### src/rtl/core/hsn_pkg.sv
// hsn_pkg: shared types, constants and datapath command codes for the
// heightmap surface normal core; no dependencies
package hsn_pkg;

    localparam int GRID_SHORT_DEF = 256;
    localparam int GRID_LONG_DEF  = 256;
    localparam int CRD_W          = 13;       // wide enough for any grid coordinate + 1
    localparam logic [15:0] AMP_RESET = 16'd256;
    localparam int RT_STEPS       = 32;       // result bits of the square root
    localparam int DV_STEPS       = 15;       // quotient bits per component

    typedef struct packed {
        logic               func;
        logic        [7:0]  x_coord;
        logic        [7:0]  y_coord;
        logic signed [15:0] height;
    } in_word_t;

    typedef struct packed {
        logic signed [15:0] normal_x;
        logic signed [15:0] normal_y;
        logic        [14:0] normal_z;
    } out_word_t;

    localparam logic FUNC_WRITE = 1'b0;
    localparam logic FUNC_QUERY = 1'b1;

    typedef enum logic [3:0] {
        OP_NONE,
        OP_LOAD,
        OP_WRITE,
        OP_READ,
        OP_DIFF,
        OP_MULX,
        OP_MULY,
        OP_SCALE,
        OP_SQX,
        OP_SQY,
        OP_SQZ,
        OP_RT_INIT,
        OP_RT_STEP,
        OP_DV_INIT,
        OP_DV_STEP,
        OP_PUBLISH
    } dp_op_t;

    typedef struct packed {
        dp_op_t     op;
        logic [1:0] rd_sel;   // 0 high x, 1 low x, 2 high y, 3 low y
        logic       cap;      // shift read data into the neighbor registers
    } dp_cmd_t;

    typedef struct packed {
        logic in_range;
        logic is_write;
        logic out_full;
    } dp_status_t;

endpackage

### src/rtl/core/hsn_ctrl.sv
// hsn_ctrl: sequencing state machine of the surface normal core
// depends on hsn_pkg
module hsn_ctrl (
    input  logic               aclk,
    input  logic               aresetn,
    input  logic               s_valid,
    output logic               s_ready,
    input  hsn_pkg::dp_status_t st,
    output hsn_pkg::dp_cmd_t   cmd
);
    import hsn_pkg::*;

    typedef enum logic [4:0] {
        ST_IDLE, ST_CHECK, ST_RD0, ST_RD1, ST_RD2, ST_RD3, ST_RD4,
        ST_DIFF, ST_MULX, ST_MULY, ST_SCALE, ST_SQX, ST_SQY, ST_SQZ,
        ST_RTI, ST_RT, ST_DVI, ST_DV, ST_PUB
    } state_t;

    state_t     state_reg, state_next;
    logic [4:0] cnt_reg, cnt_next;

    assign s_ready = (state_reg == ST_IDLE);

    always_comb begin
        state_next = state_reg;
        cnt_next   = cnt_reg;
        cmd.op     = OP_NONE;
        cmd.rd_sel = 2'd0;
        cmd.cap    = 1'b0;
        case (state_reg)
            ST_IDLE: begin
                if (s_valid) begin
                    cmd.op     = OP_LOAD;
                    state_next = ST_CHECK;
                end
            end
            ST_CHECK: begin
                if (!st.in_range) begin
                    state_next = ST_IDLE;
                end else if (st.is_write) begin
                    cmd.op     = OP_WRITE;
                    state_next = ST_IDLE;
                end else begin
                    state_next = ST_RD0;
                end
            end
            ST_RD0: begin
                cmd.op = OP_READ; cmd.rd_sel = 2'd0; state_next = ST_RD1;
            end
            ST_RD1: begin
                cmd.op = OP_READ; cmd.rd_sel = 2'd1; cmd.cap = 1'b1; state_next = ST_RD2;
            end
            ST_RD2: begin
                cmd.op = OP_READ; cmd.rd_sel = 2'd2; cmd.cap = 1'b1; state_next = ST_RD3;
            end
            ST_RD3: begin
                cmd.op = OP_READ; cmd.rd_sel = 2'd3; cmd.cap = 1'b1; state_next = ST_RD4;
            end
            ST_RD4: begin
                cmd.cap = 1'b1; state_next = ST_DIFF;
            end
            ST_DIFF:  begin cmd.op = OP_DIFF;  state_next = ST_MULX;  end
            ST_MULX:  begin cmd.op = OP_MULX;  state_next = ST_MULY;  end
            ST_MULY:  begin cmd.op = OP_MULY;  state_next = ST_SCALE; end
            ST_SCALE: begin cmd.op = OP_SCALE; state_next = ST_SQX;   end
            ST_SQX:   begin cmd.op = OP_SQX;   state_next = ST_SQY;   end
            ST_SQY:   begin cmd.op = OP_SQY;   state_next = ST_SQZ;   end
            ST_SQZ:   begin cmd.op = OP_SQZ;   state_next = ST_RTI;   end
            ST_RTI: begin
                cmd.op     = OP_RT_INIT;
                cnt_next   = 5'(RT_STEPS - 1);
                state_next = ST_RT;
            end
            ST_RT: begin
                cmd.op = OP_RT_STEP;
                if (cnt_reg == 5'd0) begin
                    state_next = ST_DVI;
                end else begin
                    cnt_next = cnt_reg - 5'd1;
                end
            end
            ST_DVI: begin
                cmd.op     = OP_DV_INIT;
                cnt_next   = 5'(DV_STEPS - 1);
                state_next = ST_DV;
            end
            ST_DV: begin
                cmd.op = OP_DV_STEP;
                if (cnt_reg == 5'd0) begin
                    state_next = ST_PUB;
                end else begin
                    cnt_next = cnt_reg - 5'd1;
                end
            end
            ST_PUB: begin
                if (!st.out_full) begin
                    cmd.op     = OP_PUBLISH;
                    state_next = ST_IDLE;
                end
            end
            default: state_next = ST_IDLE;
        endcase
    end

    always_ff @(posedge aclk) begin
        if (!aresetn) begin
            state_reg <= ST_IDLE;
            cnt_reg   <= 5'd0;
        end else begin
            state_reg <= state_next;
            cnt_reg   <= cnt_next;
        end
    end

    a_drop_out_of_grid: assert property (@(posedge aclk) disable iff (!aresetn)
        (state_reg == ST_CHECK && !st.in_range) |=> (state_reg == ST_IDLE))
        else $error("out of grid item not dropped");
    a_root_to_div: assert property (@(posedge aclk) disable iff (!aresetn)
        (state_reg == ST_RT && cnt_reg == 5'd0) |=> (state_reg == ST_DVI))
        else $error("square root did not hand over to divide");
    a_no_overwrite: assert property (@(posedge aclk) disable iff (!aresetn)
        (cmd.op == OP_PUBLISH) |-> !st.out_full)
        else $error("publish into full output register");

endmodule

### config.mk
export PLATFORM = sky130hd
export DESIGN_NAME = hsn_ctrl
export DESIGN_NICKNAME = d
export VERILOG_FILES = /design/src/rtl/core/hsn_pkg.sv /design/src/rtl/core/hsn_ctrl.sv
export SDC_FILE = /design/constraint.sdc
export NUM_CORES = 1
export LEC_CHECK = 0
export BUFFER_PORTS_ARGS = -buffer_cell sky130_fd_sc_hd__buf_2
export CORE_AREA = 3 3 43 45
export CTS_BUF_LIST = sky130_fd_sc_hd__clkbuf_4
export DETAILED_ROUTE_END_ITERATION = 7
export DIE_AREA = 0 0 46 48
export PLACE_DENSITY = 0.79
export SYNTH_ARGS = -nofsm -noshare
export SYNTH_HDL_FRONTEND = slang
export SYNTH_SLANG_ARGS = --single-unit
### constraint.sdc
create_clock -name aclk -period 2.1 [get_ports aclk]
set_input_delay 0.315 -clock aclk [delete_from_list [all_inputs] [get_ports aclk]]
set_output_delay 0.315 -clock aclk [all_outputs]
set_load 0.03 [all_outputs]
; ---- Yosys cells after proc, flatten, opt, wreduce, memory -nomap -nowiden
; Cells that the tools add are included.
[classes]
add_sub_neg = 1
mul = 0
div = 0
n_lt_le_gt_ge = 0
n_eq_ne = 23
n_shift = 0
n_mux = 16
bitwise_logic = 0
reduce_logical = 8
[ops]
columns = operator, count
row1 = 5-bit case mux with 19 select lines, 1
row2 = 4-bit case mux with 15 select lines, 1
row3 = 5-bit by 4-bit equality test with 1-bit output (second input constant), 8
row4 = 5-bit 2-to-1 mux, 6
row5 = 5-bit by 3-bit equality test with 1-bit output (second input constant), 4
row6 = 5-bit equality test (second input constant), 3
row7 = 5-bit case mux with 3 select lines, 1
row8 = 5-bit by 2-bit equality test with 1-bit output (second input constant), 2
row9 = 5-bit zero test, 2
row10 = 2-bit inequality test (second input constant), 5
row11 = 4-bit OR reduction, 2
row12 = 2-bit 2-to-1 mux, 3
row13 = 2-bit case mux with 3 select lines, 1
row14 = 5-bit by 1-bit equality test with 1-bit output (second input constant), 1
row15 = 5-bit by 1-bit subtractor with 5-bit output (second input constant), 1
row16 = 4-bit 2-to-1 mux, 1
row17 = 4-bit AND reduction, 1
row18 = 3-bit nonzero test, 1
row19 = 1-bit 2-to-1 mux, 2
row20 = 2-bit AND reduction, 1
row21 = 2-bit OR reduction, 1
[totals]
regBits = 10
latchBits = 0
mem_bits_rw = 0
rom_bits = 0
in_bits = 6
output_inout_bits = 8
wordCells = 50
memories = 0

; ---- Logic depth before layout (Yosys ltp)
; Gate-level depths: netlist (run 1).
[logic_depth]
word_depth = 4
mapped_depth = 6
depth_no_buf = 6

; ---- Worst setup path after synthesis (run 1)
; No wires, ideal clock.
[synth_timing]
kind = reg2out
startpoint = reg state_reg[4]
endpoint = out s_ready
t_arrival_ps = 1760
required_time_ps = 1785
setup_slack_ps = 25
path_stages_with_launch = 5
n_path_buf = 2
path_cell_list = dfxtp_1 buf_4 clkbuf_1 or2_1 nor4_1
[synth_between]
elab_chain_cells = 1
[synth_lines]
columns = item, line_no
row1 = from (decl), hsn_ctrl.sv:19  ; state_t state_reg, state_next;
row2 = from (signal assigned), hsn_ctrl.sv:110  ; state_reg <= state_next;
row3 = 5-bit zero test, hsn_ctrl.sv:22  ; assign s_ready = (state_reg == ST_IDLE);
row4 = to (decl), hsn_ctrl.sv:7  ; output logic s_ready,
; No other way between the ends.

==> impl_metrics.py, run 1 <==
metrics = {
    "global_routing": {
        "grtUsageTotal_pct": 20.9,
        "grt_start_max_net_pins": 17,
        "grt_pass1_wl_mm": 3.36,
        "antenna_found_initial": 0,
        "grt_overflow": 0,
        "grt_pass1_vias": 754,
    },
    "synthesis": {
        "synth_seq_cells": 10,
        "syn_area_per_cell_um2": 7.37,
        "synth_compound_area_share_pct": 30.9,
        "netlist_instances": 113,
        "synth_area_leader_cell": "dfxtp_1",
        "synthTopCellsByArea": "dfxtp_1 24%, nor2_1 5.9%, a21oi_1 4.2%",
        "async_reset_ff_share_pct": 0,
        "mappedNetlistNets": 121,
        "synth_edf_count": 0,
        "synth_top_family_by_area": "compound AO/OA/AOI/OAI gates",
        "yosysTopAreaCellShare_pct": 24.0,
        "synth-xor-area-share_pct": 4.20,
        "synth.area.mux_share_pct": 1.20,
        "ys_types": 50,
        "synthSimpleGateAreaFrac_pct": 29.1,
        "syn_area_um2": 833,
        "synth-adder-area-share_pct": 3.00,
        "ys_seq_area_share_pct": 24.0,
        "synth_ff_type": "dfxtp_1",
        "yosysWarningCount": 0,
    },
    "drt": {
        "first_pass_iters": 4,
        "drt_iter0_markers": 20,
        "finalWirelength_mm": 2.03,
        "dr.max_layer_used": "met4",
        "wl_met1_um": 946,
        "wl_met3_um": 92,
        "post_drt_wl_per_cell_um": 14.4,
        "ant_nets": 0,
        "num_vias": 898,
        "via_per_inst": 6.37,
        "drc": 0,
        "met2_length_um": 960,
    },
    "clock_tree": {
        "hold_buffers": 0,
        "cts_tree": "built",
        "cts_buffer_depth": 2,
        "clk_pin_slew_ns": 0.07,
        "cts_max_level": 1,
        "clkLatencyLatePin_ns": 0.28,
        "cts.sinks": 10,
        "root_buffer": "clkbuf_4",
        "numCtsBuffers": 3,
    },
    "timing": {
        "finalCriticalPeriod_ns": 1.93,
        "slew_violations": 0,
        "max_slew_margin_pct": 66.7,
        "maxClockFrequency_ghz": 0.517,
        "worst_pin_slew_ns": 0.498,
        "finalCritPeriodShare_pct": 92.1,
        "fin_skew_ns": 0.00766,
        "fin_setup_tns_ns": 0,
        "timing_hold_violations_final": 0,
        "rsz0062_at_grt": "false",
        "finalSetupViolCount": 0,
        "whs_ns": 0.314,
    },
    "setup_path": {
        "r2r_setup_slack_ns": 0.30,
        "r2r_cells": 6,
        "critPathRequiredTime_ns": 1.78,
        "worst-setup-path-type": "flip-flop to output pin",
        "worstPathArrival_ns": 1.62,
        "cp_max_fo": 13,
        "r2r_end": "state_reg[0]",
        "crit_path_start_kind": "flip-flop",
        "worstSetupEndpointType": "output pin",
        "timing.rr.start": "cnt_reg[0]",
    },
    "floorplanning": {
        "row_count": 14,
        "fp.dieH_um": 48,
        "initial_core_util_pct": 55.3,
        "core_area_um2": 1510,
        "pin_count": 14,
        "die_width_um": 46,
        "die_area_um2": 2210,
    },
    "power_and_ir_drop": {
        "combPwrFrac_pct": 25.8,
        "ir_drop_mv": 0.369,
        "p_clk_share_pct": 30.2,
        "p_sw_share_pct": 35.5,
        "p_leak_nw": 0.398,
        "powerDensity_nw_per_um2": 514,
        "p_seq_share_pct": 44.0,
        "intPower_mw": 0.310,
        "p_sw_mw": 0.171,
        "power_mw": 0.481,
    },
    "worst_hold_path": {
        "min_to": "state_reg[3]",
        "hp-class": "input port to flip-flop",
        "hp-start": "aresetn",
        "hold_depth": 2,
    },
    "finish": {
        "drive_gt1_share_pct": 19.2,
        "syn2layout_area_growth_pct": 12.3,
        "nNetsFinal": 134,
        "diodes": 0,
        "fin_area_um2": 936,
    },
    "run_status": {
        "status": "finished, final reports clean",
    },
    "placed_design": {
        "placed_area_um2": 905,
        "place_congestion": 0.851,
        "dp_hpwl_mm": 1.47,
        "io_buffers": 13,
    },
    "flow_run": {
        "cap_violations": 0,
    },
}
-- power groups by stage --
stage	registers, mW	clock network [mW]	logic (mW)
2_1_floorplan	0.204	0	0.0979
3_3_place_gp	0.215	0	0.119
3_5_place_dp	0.215	0	0.120
4_1_cts	0.211	0.147	0.121
5_1_grt	0.213	0.161	0.137
6_report	0.212	0.145	0.124
-- how the worst max path moves through the flow --
stage,start,endpoint,slack [ns],cells after the start
after floorplan,state_reg[4],s_ready,0.02,4
after global placement,cnt_reg[0],state_reg[0],0.35,6
after detailed placement,cnt_reg[0],state_reg[0],0.34,6
after CTS,state_reg[1],cmd[4],0.06,5
after global routing,state_reg[2],cmd[4],0.02,5
final,state_reg[2],cmd[4],0.17,5
-- cells in the final DEF (no fill, tap or decap), types with 2 or more instances in the layout --
master    instances
o21ai_0           4
buf_2            12
or2_1             2
nor2_1           13
clkbuf_4          3
dfxtp_1           8
dfxtp_2           2
or3_1             2
inv_1             6
nand2_1           7
nor4_1            2
o21ai_1           4
xnor2_1           2
nand3_1           4
o21a_1            2
buf_4             4
o31ai_1           2
ha_1              2
a21oi_1           7
nand2b_1          3
xor2_1            2
o22ai_1           2
-- synth_stat cells, types with 2 or more instances --
library cell	n
or2_1	2
o31ai_1	2
nor4_1	2
xnor2_1	2
nand2b_1	3
buf_2	2
nor2_1	13
dfxtp_1	10
nand3_1	4
or3_1	2
a21oi_1	7
inv_1	6
clkbuf_1	5
o21ai_1	4
o21a_1	2
nand2_1	7
ha_1	2
o21ai_0	4
o22ai_1	2
xor2_1	2
-- logic make-up after synthesis --
group	count (synthesis)
AND/OR/NAND/NOR	44
AO/OA/AOI/OAI	37
buffers and inverters	15
flip-flops	10
XOR/XNOR	4
adder cells (fa/ha/maj)	2
multiplexers	1
-- worst max-delay path, stage by stage (launching register included) --
cell      delay [ns]
dfxtp_1         0.45
nand2b_1        0.23
o32ai_1         0.24
nand2b_1        0.11
o311ai_1        0.09
buf_4           0.21
-- timing repair --
| item | CTS | global route |
|---|---|---|
| endpoints found under the setup margin | 0 | 2 |
| gates resized for setup | 0 | 3 |
| buffers inserted | 0 | 0 |
-- cell type report --
| type | count | area [um^2] |
|---|---|---|
| clock buffers | 3 | 22.5 |
| clock inverters | 1 | 3.75 |
| fillers | 133 | 571 |
| inverters | 7 | 26.3 |
| multi-input cells | 88 | 571 |
| flip-flops and latches | 10 | 203 |
| well taps | 16 | 20.0 |
| repair buffers | 16 | 90.1 |
-- metrics by stage --
stage               worst slack, ns  cells  util, %
floorplan                    0.0248    113        -
global placement              0.351    137     60.0
detailed placement            0.338    137     60.0
CTS                          0.0635    141     61.8
global route                 0.0205    141     62.1
finish                        0.166    141     62.1
-- per-layer routing --
| metal | track usage [%] | up-vias |
|---|---|---|
| li1 | - | 448 |
| met1 | 26.4 | 423 |
| met2 | 34.1 | 20 |
| met3 | 6.39 | 7 |
| met4 | 6.25 | 0 |
| met5 | 0 | - |
Note: power is estimated with default switching activity, not from simulation.
==> run 2, diff against run 1 <==
MAX_ROUTING_LAYER = met4   (was not set)
==> impl_metrics.py, run 2 (synthesized netlist as in run 1, its figures left out) <==
metrics = {
    "worst_hold_path": {
        "hp-class": "input port to flip-flop",
    },
    "clock_tree": {
        "clkLatencyLatePin_ns": 0.28,
        "cts_max_level": 1,
        "cts_setup_buffers": 0,
        "cts.sinks": 10,
        "clk_pin_slew_ns": 0.07,
        "root_buffer": "clkbuf_4",
        "cts_resized": 0,
        "cts_tree": "built",
        "cts_buffer_depth": 2,
        "numCtsBuffers": 3,
        "hold_buffers": 0,
    },
    "drt": {
        "first_pass_iters": 5,
        "finalWirelength_mm": 2.01,
        "drc": 0,
        "drt_iter0_markers": 36,
        "num_vias": 903,
        "ant_nets": 0,
        "post_drt_wl_per_cell_um": 14.3,
        "via_per_inst": 6.40,
    },
    "floorplanning": {
        "row_count": 14,
        "initial_core_util_pct": 55.3,
        "die_area_um2": 2210,
        "core_area_um2": 1510,
        "pin_count": 14,
        "die_width_um": 46,
        "fp.dieH_um": 48,
    },
    "power_and_ir_drop": {
        "combPwrFrac_pct": 25.7,
        "p_sw_mw": 0.172,
        "p_sw_share_pct": 35.6,
        "powerDensity_nw_per_um2": 515,
        "ir_drop_mv": 0.374,
        "intPower_mw": 0.310,
        "power_mw": 0.482,
        "p_clk_share_pct": 30.4,
        "p_seq_share_pct": 43.9,
        "p_leak_nw": 0.398,
    },
    "setup_path": {
        "cp_max_fo": 13,
        "crit_path_start_kind": "flip-flop",
        "worst-setup-path-type": "flip-flop to output pin",
        "cp_top_family": "flip-flops",
        "worstPathArrival_ns": 1.61,
        "critical-path-max-stage-delay_ns": 0.61,
        "path_cells": "xnor2_1, o32ai_1, nand2b_1, o311ai_1, buf_4",
        "path_buf_inv": 1,
        "worstSetupEndpointType": "output pin",
        "slowest_stage": "dfxtp_1",
        "critPathRequiredTime_ns": 1.78,
    },
    "finish": {
        "syn2layout_area_growth_pct": 12.3,
        "final_common_cell": "nor2_1",
        "finalNonFillerCells": 141,
        "final_cell_mix": "13 x nor2_1, 12 x buf_2, 8 x dfxtp_1",
        "fill_cells": 133,
        "nNetsFinal": 134,
        "diodes": 0,
        "drive_gt1_share_pct": 19.2,
    },
    "global_routing": {
        "grtUsageTotal_pct": 21.6,
        "gr-max-usage-layer": "met2",
        "grt_pass1_vias": 747,
        "grt_start_max_net_pins": 17,
        "use_met3_pct": 6.02,
        "grt_overflow": 0,
        "met2_usage_pct": 33.8,
        "grt_pass1_wl_mm": 3.37,
        "grt_util_met1_pct": 27.0,
        "antenna_found_initial": 0,
    },
    "run_status": {
        "status": "finished, final reports clean",
    },
    "timing": {
        "finalCriticalPeriod_ns": 1.93,
        "maxClockFrequency_ghz": 0.519,
        "finalSetupViolCount": 0,
        "fin_skew_ns": 0.00927,
        "max_slew_margin_pct": 67.0,
        "rsz0062_at_grt": "false",
        "fin_setup_tns_ns": 0,
        "worst_pin_slew_ns": 0.494,
        "timing_hold_violations_final": 0,
        "slew_violations": 0,
        "finalCritPeriodShare_pct": 91.8,
    },
    "flow_run": {
        "cap_violations": 0,
    },
    "placed_design": {
        "dp_cells": 137,
        "place_congestion": 0.864,
        "dp_hpwl_mm": 1.47,
        "io_buffers": 13,
    },
}
run 2: path summary, 6_finish.rpt:
path                              startpoint      endpoint  slack, ns  depth (start not counted)
worst max register to register    cnt_reg[0]  state_reg[0]       0.30                          6
worst min register to register    cnt_reg[4]    cnt_reg[4]       0.55                          2
worst min-delay path                 aresetn  state_reg[3]       0.31                          2
worst max-delay path            state_reg[2]        cmd[4]       0.17                          5
run 2: final cells by class:
class	instances	area (um^2)	area share (%)
Multi-Input combinational cell	88	571	61.0
Sequential cell	10	203	21.7
Timing Repair Buffer	16	90.1	9.63
Inverter	7	26.3	2.81
Clock buffer	3	22.5	2.41
Tap cell	16	20.0	2.14
Clock inverter	1	3.75	0.401
run 2: worst register-to-register path, delay by kind of cell (launching register included):
family                   cells  cell delay (ns)
adder cells (fa/ha/maj)      1             0.17
flip-flops                   1             0.34
AO/OA/AOI/OAI                2             0.43
buffers and inverters        1             0.10
AND/OR/NAND/NOR              2             0.66
run 2: through the flow:
stage / instance area [um^2] / utilization (%) / worst slack, ns / hold slack (ns)
floorplan: 833 / - / 0.0248 / 0.432
global placement: 905 / 60.0 / 0.351 / 0.493
detailed placement: 905 / 60.0 / 0.338 / 0.529
CTS: 931 / 61.8 / 0.0635 / 0.317
global route: 936 / 62.1 / 0.0205 / 0.317
finish: 936 / 62.1 / 0.172 / 0.310
run 2: power groups by stage:
stage               combinational, mW  sequential [mW]  clock, mW
floorplan                      0.0979            0.204          0
global placement                0.119            0.215          0
detailed placement              0.120            0.215          0
CTS                             0.121            0.211      0.147
global route                    0.137            0.213      0.161
finish                          0.124            0.212      0.147
run 2: per-layer routing:
metal	part of all wire, %	wire length (um)
met2	48	967
met1	46	919
met4	1.4	28
met3	4.8	97
met5	0	0
==> run 3, diff against run 2 <==
CORE_AREA = 3 3 56 47   (was 3 3 43 45)
DIE_AREA = 0 0 59 50   (was 0 0 46 48)
PLACE_DENSITY = 0.61   (was 0.79)
clock period = 2.5 ns   (was 2.1 ns; I/O delays follow)
==> impl_metrics.py, run 3 (synthesized netlist as in run 1, its figures left out) <==
metrics = {
    "finish": {
        "final_cell_mix": "13 x nor2_1, 13 x buf_2, 10 x dfxtp_1",
        "drive_gt1_share_pct": 16.3,
        "syn2layout_area_growth_pct": 11.3,
        "diodes": 0,
        "fill_cells": 234,
        "finalNonFillerCells": 148,
        "nNetsFinal": 132,
    },
    "worst_hold_path": {
        "hp-start": "aresetn",
        "hp-class": "input port to flip-flop",
    },
    "drt": {
        "via_per_inst": 6.14,
        "drc": 0,
        "finalWirelength_mm": 2.10,
        "first_pass_iters": 4,
        "num_vias": 909,
        "post_drt_wl_per_cell_um": 14.2,
        "ant_nets": 0,
        "drt_iter0_markers": 37,
    },
    "run_status": {
        "status": "finished, final reports clean",
    },
    "setup_path": {
        "worstPathArrival_ns": 1.73,
        "crit_start": "state_reg[1]",
        "critical-path-max-stage-delay_ns": 0.63,
        "worst-setup-path-type": "flip-flop to output pin",
        "crit_path_start_kind": "flip-flop",
        "cp_max_fo": 14,
        "critPathRequiredTime_ns": 2.12,
        "slowest_stage": "dfxtp_1",
        "path_cells": "nand2b_1, o32ai_1, nand2b_1, o311ai_1, buf_2",
        "critical_path.most_common_cell": "nand2b_1",
        "worstSetupEndpointType": "output pin",
        "timing.rr.start": "state_reg[4]",
    },
    "placed_design": {
        "io_buffers": 13,
        "dp_hpwl_mm": 1.52,
        "place_congestion": 0.803,
        "dp_cells": 144,
    },
    "floorplanning": {
        "fp.dieH_um": 50,
        "core_area_um2": 2140,
        "initial_core_util_pct": 38.9,
        "die_width_um": 59,
        "pin_count": 14,
        "die_area_um2": 2950,
        "row_count": 15,
    },
    "clock_tree": {
        "cts_resized": 0,
        "hold_buffers": 0,
        "clkLatencyLatePin_ns": 0.27,
        "numCtsBuffers": 3,
        "cts_setup_buffers": 0,
        "cts.sinks": 10,
        "cts_buffer_depth": 2,
        "cts_max_level": 1,
        "root_buffer": "clkbuf_4",
        "cts_tree": "built",
        "clk_pin_slew_ns": 0.08,
    },
    "global_routing": {
        "grt_pass1_vias": 822,
        "grt_start_max_net_pins": 19,
        "grt_overflow": 0,
        "grtUsageTotal_pct": 16.4,
        "antenna_found_initial": 0,
        "grt_pass1_wl_mm": 3.75,
    },
    "timing": {
        "max_slew_margin_pct": 41.5,
        "fin_skew_ns": 0.0106,
        "slew_violations": 0,
        "finalCriticalPeriod_ns": 2.11,
        "rsz0062_at_grt": "false",
        "maxClockFrequency_ghz": 0.474,
        "fin_setup_tns_ns": 0,
        "finalCritPeriodShare_pct": 84.4,
        "worst_pin_slew_ns": 0.866,
        "whs_ns": 0.380,
        "timing_hold_violations_final": 0,
        "finalSetupViolCount": 0,
    },
    "power_and_ir_drop": {
        "powerDensity_nw_per_um2": 430,
        "power_mw": 0.398,
        "p_leak_nw": 0.387,
        "ir_drop_mv": 0.276,
    },
    "flow_run": {
        "cap_violations": 0,
    },
}
-- run 3: cell count changes in the layout (fill, tap and decap cells not counted), sizes merged --
cell / previous run / this run
buf: 16 / 14
-- run 3: area by class of cell --
| class | count | area, um^2 | share of cell area, % |
|---|---|---|---|
| well taps | 25 | 31.3 | 3.37 |
| clock inverters | 1 | 3.75 | 0.405 |
| repair buffers | 14 | 72.6 | 7.83 |
| multi-input cells | 88 | 571 | 61.5 |
| inverters | 7 | 26.3 | 2.83 |
| flip-flops and latches | 10 | 200 | 21.6 |
| clock buffers | 3 | 22.5 | 2.43 |
-- run 3: routing by layer --
| layer | share of wire [%] | GRT usage, % | up-vias | routed length (um) |
|---|---|---|---|---|
| met1 | 49 | 20.6 | 437 | 1020 |
| li1 | - | - | 445 | - |
| met2 | 47 | 26.7 | 27 | 979 |
| met3 | 4.9 | 4.71 | 0 | 102 |
| met4 | 0 | 2.26 | 0 | 0 |
| met5 | 0 | - | - | 0 |
-- run 3: power by group --
group,total [mW],switching (mW),internal [mW]
registers,0.178,0.0146,0.163
clock network,0.119,0.0610,0.0577
logic,0.102,0.0640,0.0378
-- run 3: worst paths after layout --
path / cells past startpoint / slack [ns] / to
min: 2 / 0.38 / state_reg[2]
min reg2reg: 2 / 0.53 / cnt_reg[0]
max reg2reg: 4 / 0.60 / state_reg[3]
max: 5 / 0.39 / cmd[4]
-- run 3: per-stage QoR --
stage / setup WS (ns) / util [%] / instance area [um^2]
floorplan: 0.365 / - / 833
global placement: 0.693 / 42.1 / 901
detailed placement: 0.636 / 42.1 / 901
CTS: 0.393 / 43.3 / 927
global route: 0.270 / 43.3 / 927
finish: 0.391 / 43.3 / 927
-- run 3: worst max-delay path, delay by kind of cell, from the launching register on --
family	cells	cell delay, ns
and+or+nand+nor	2	0.25
AOI/OAI and AO/OA	2	0.33
buffers and inverters	1	0.24
DFF	1	0.63
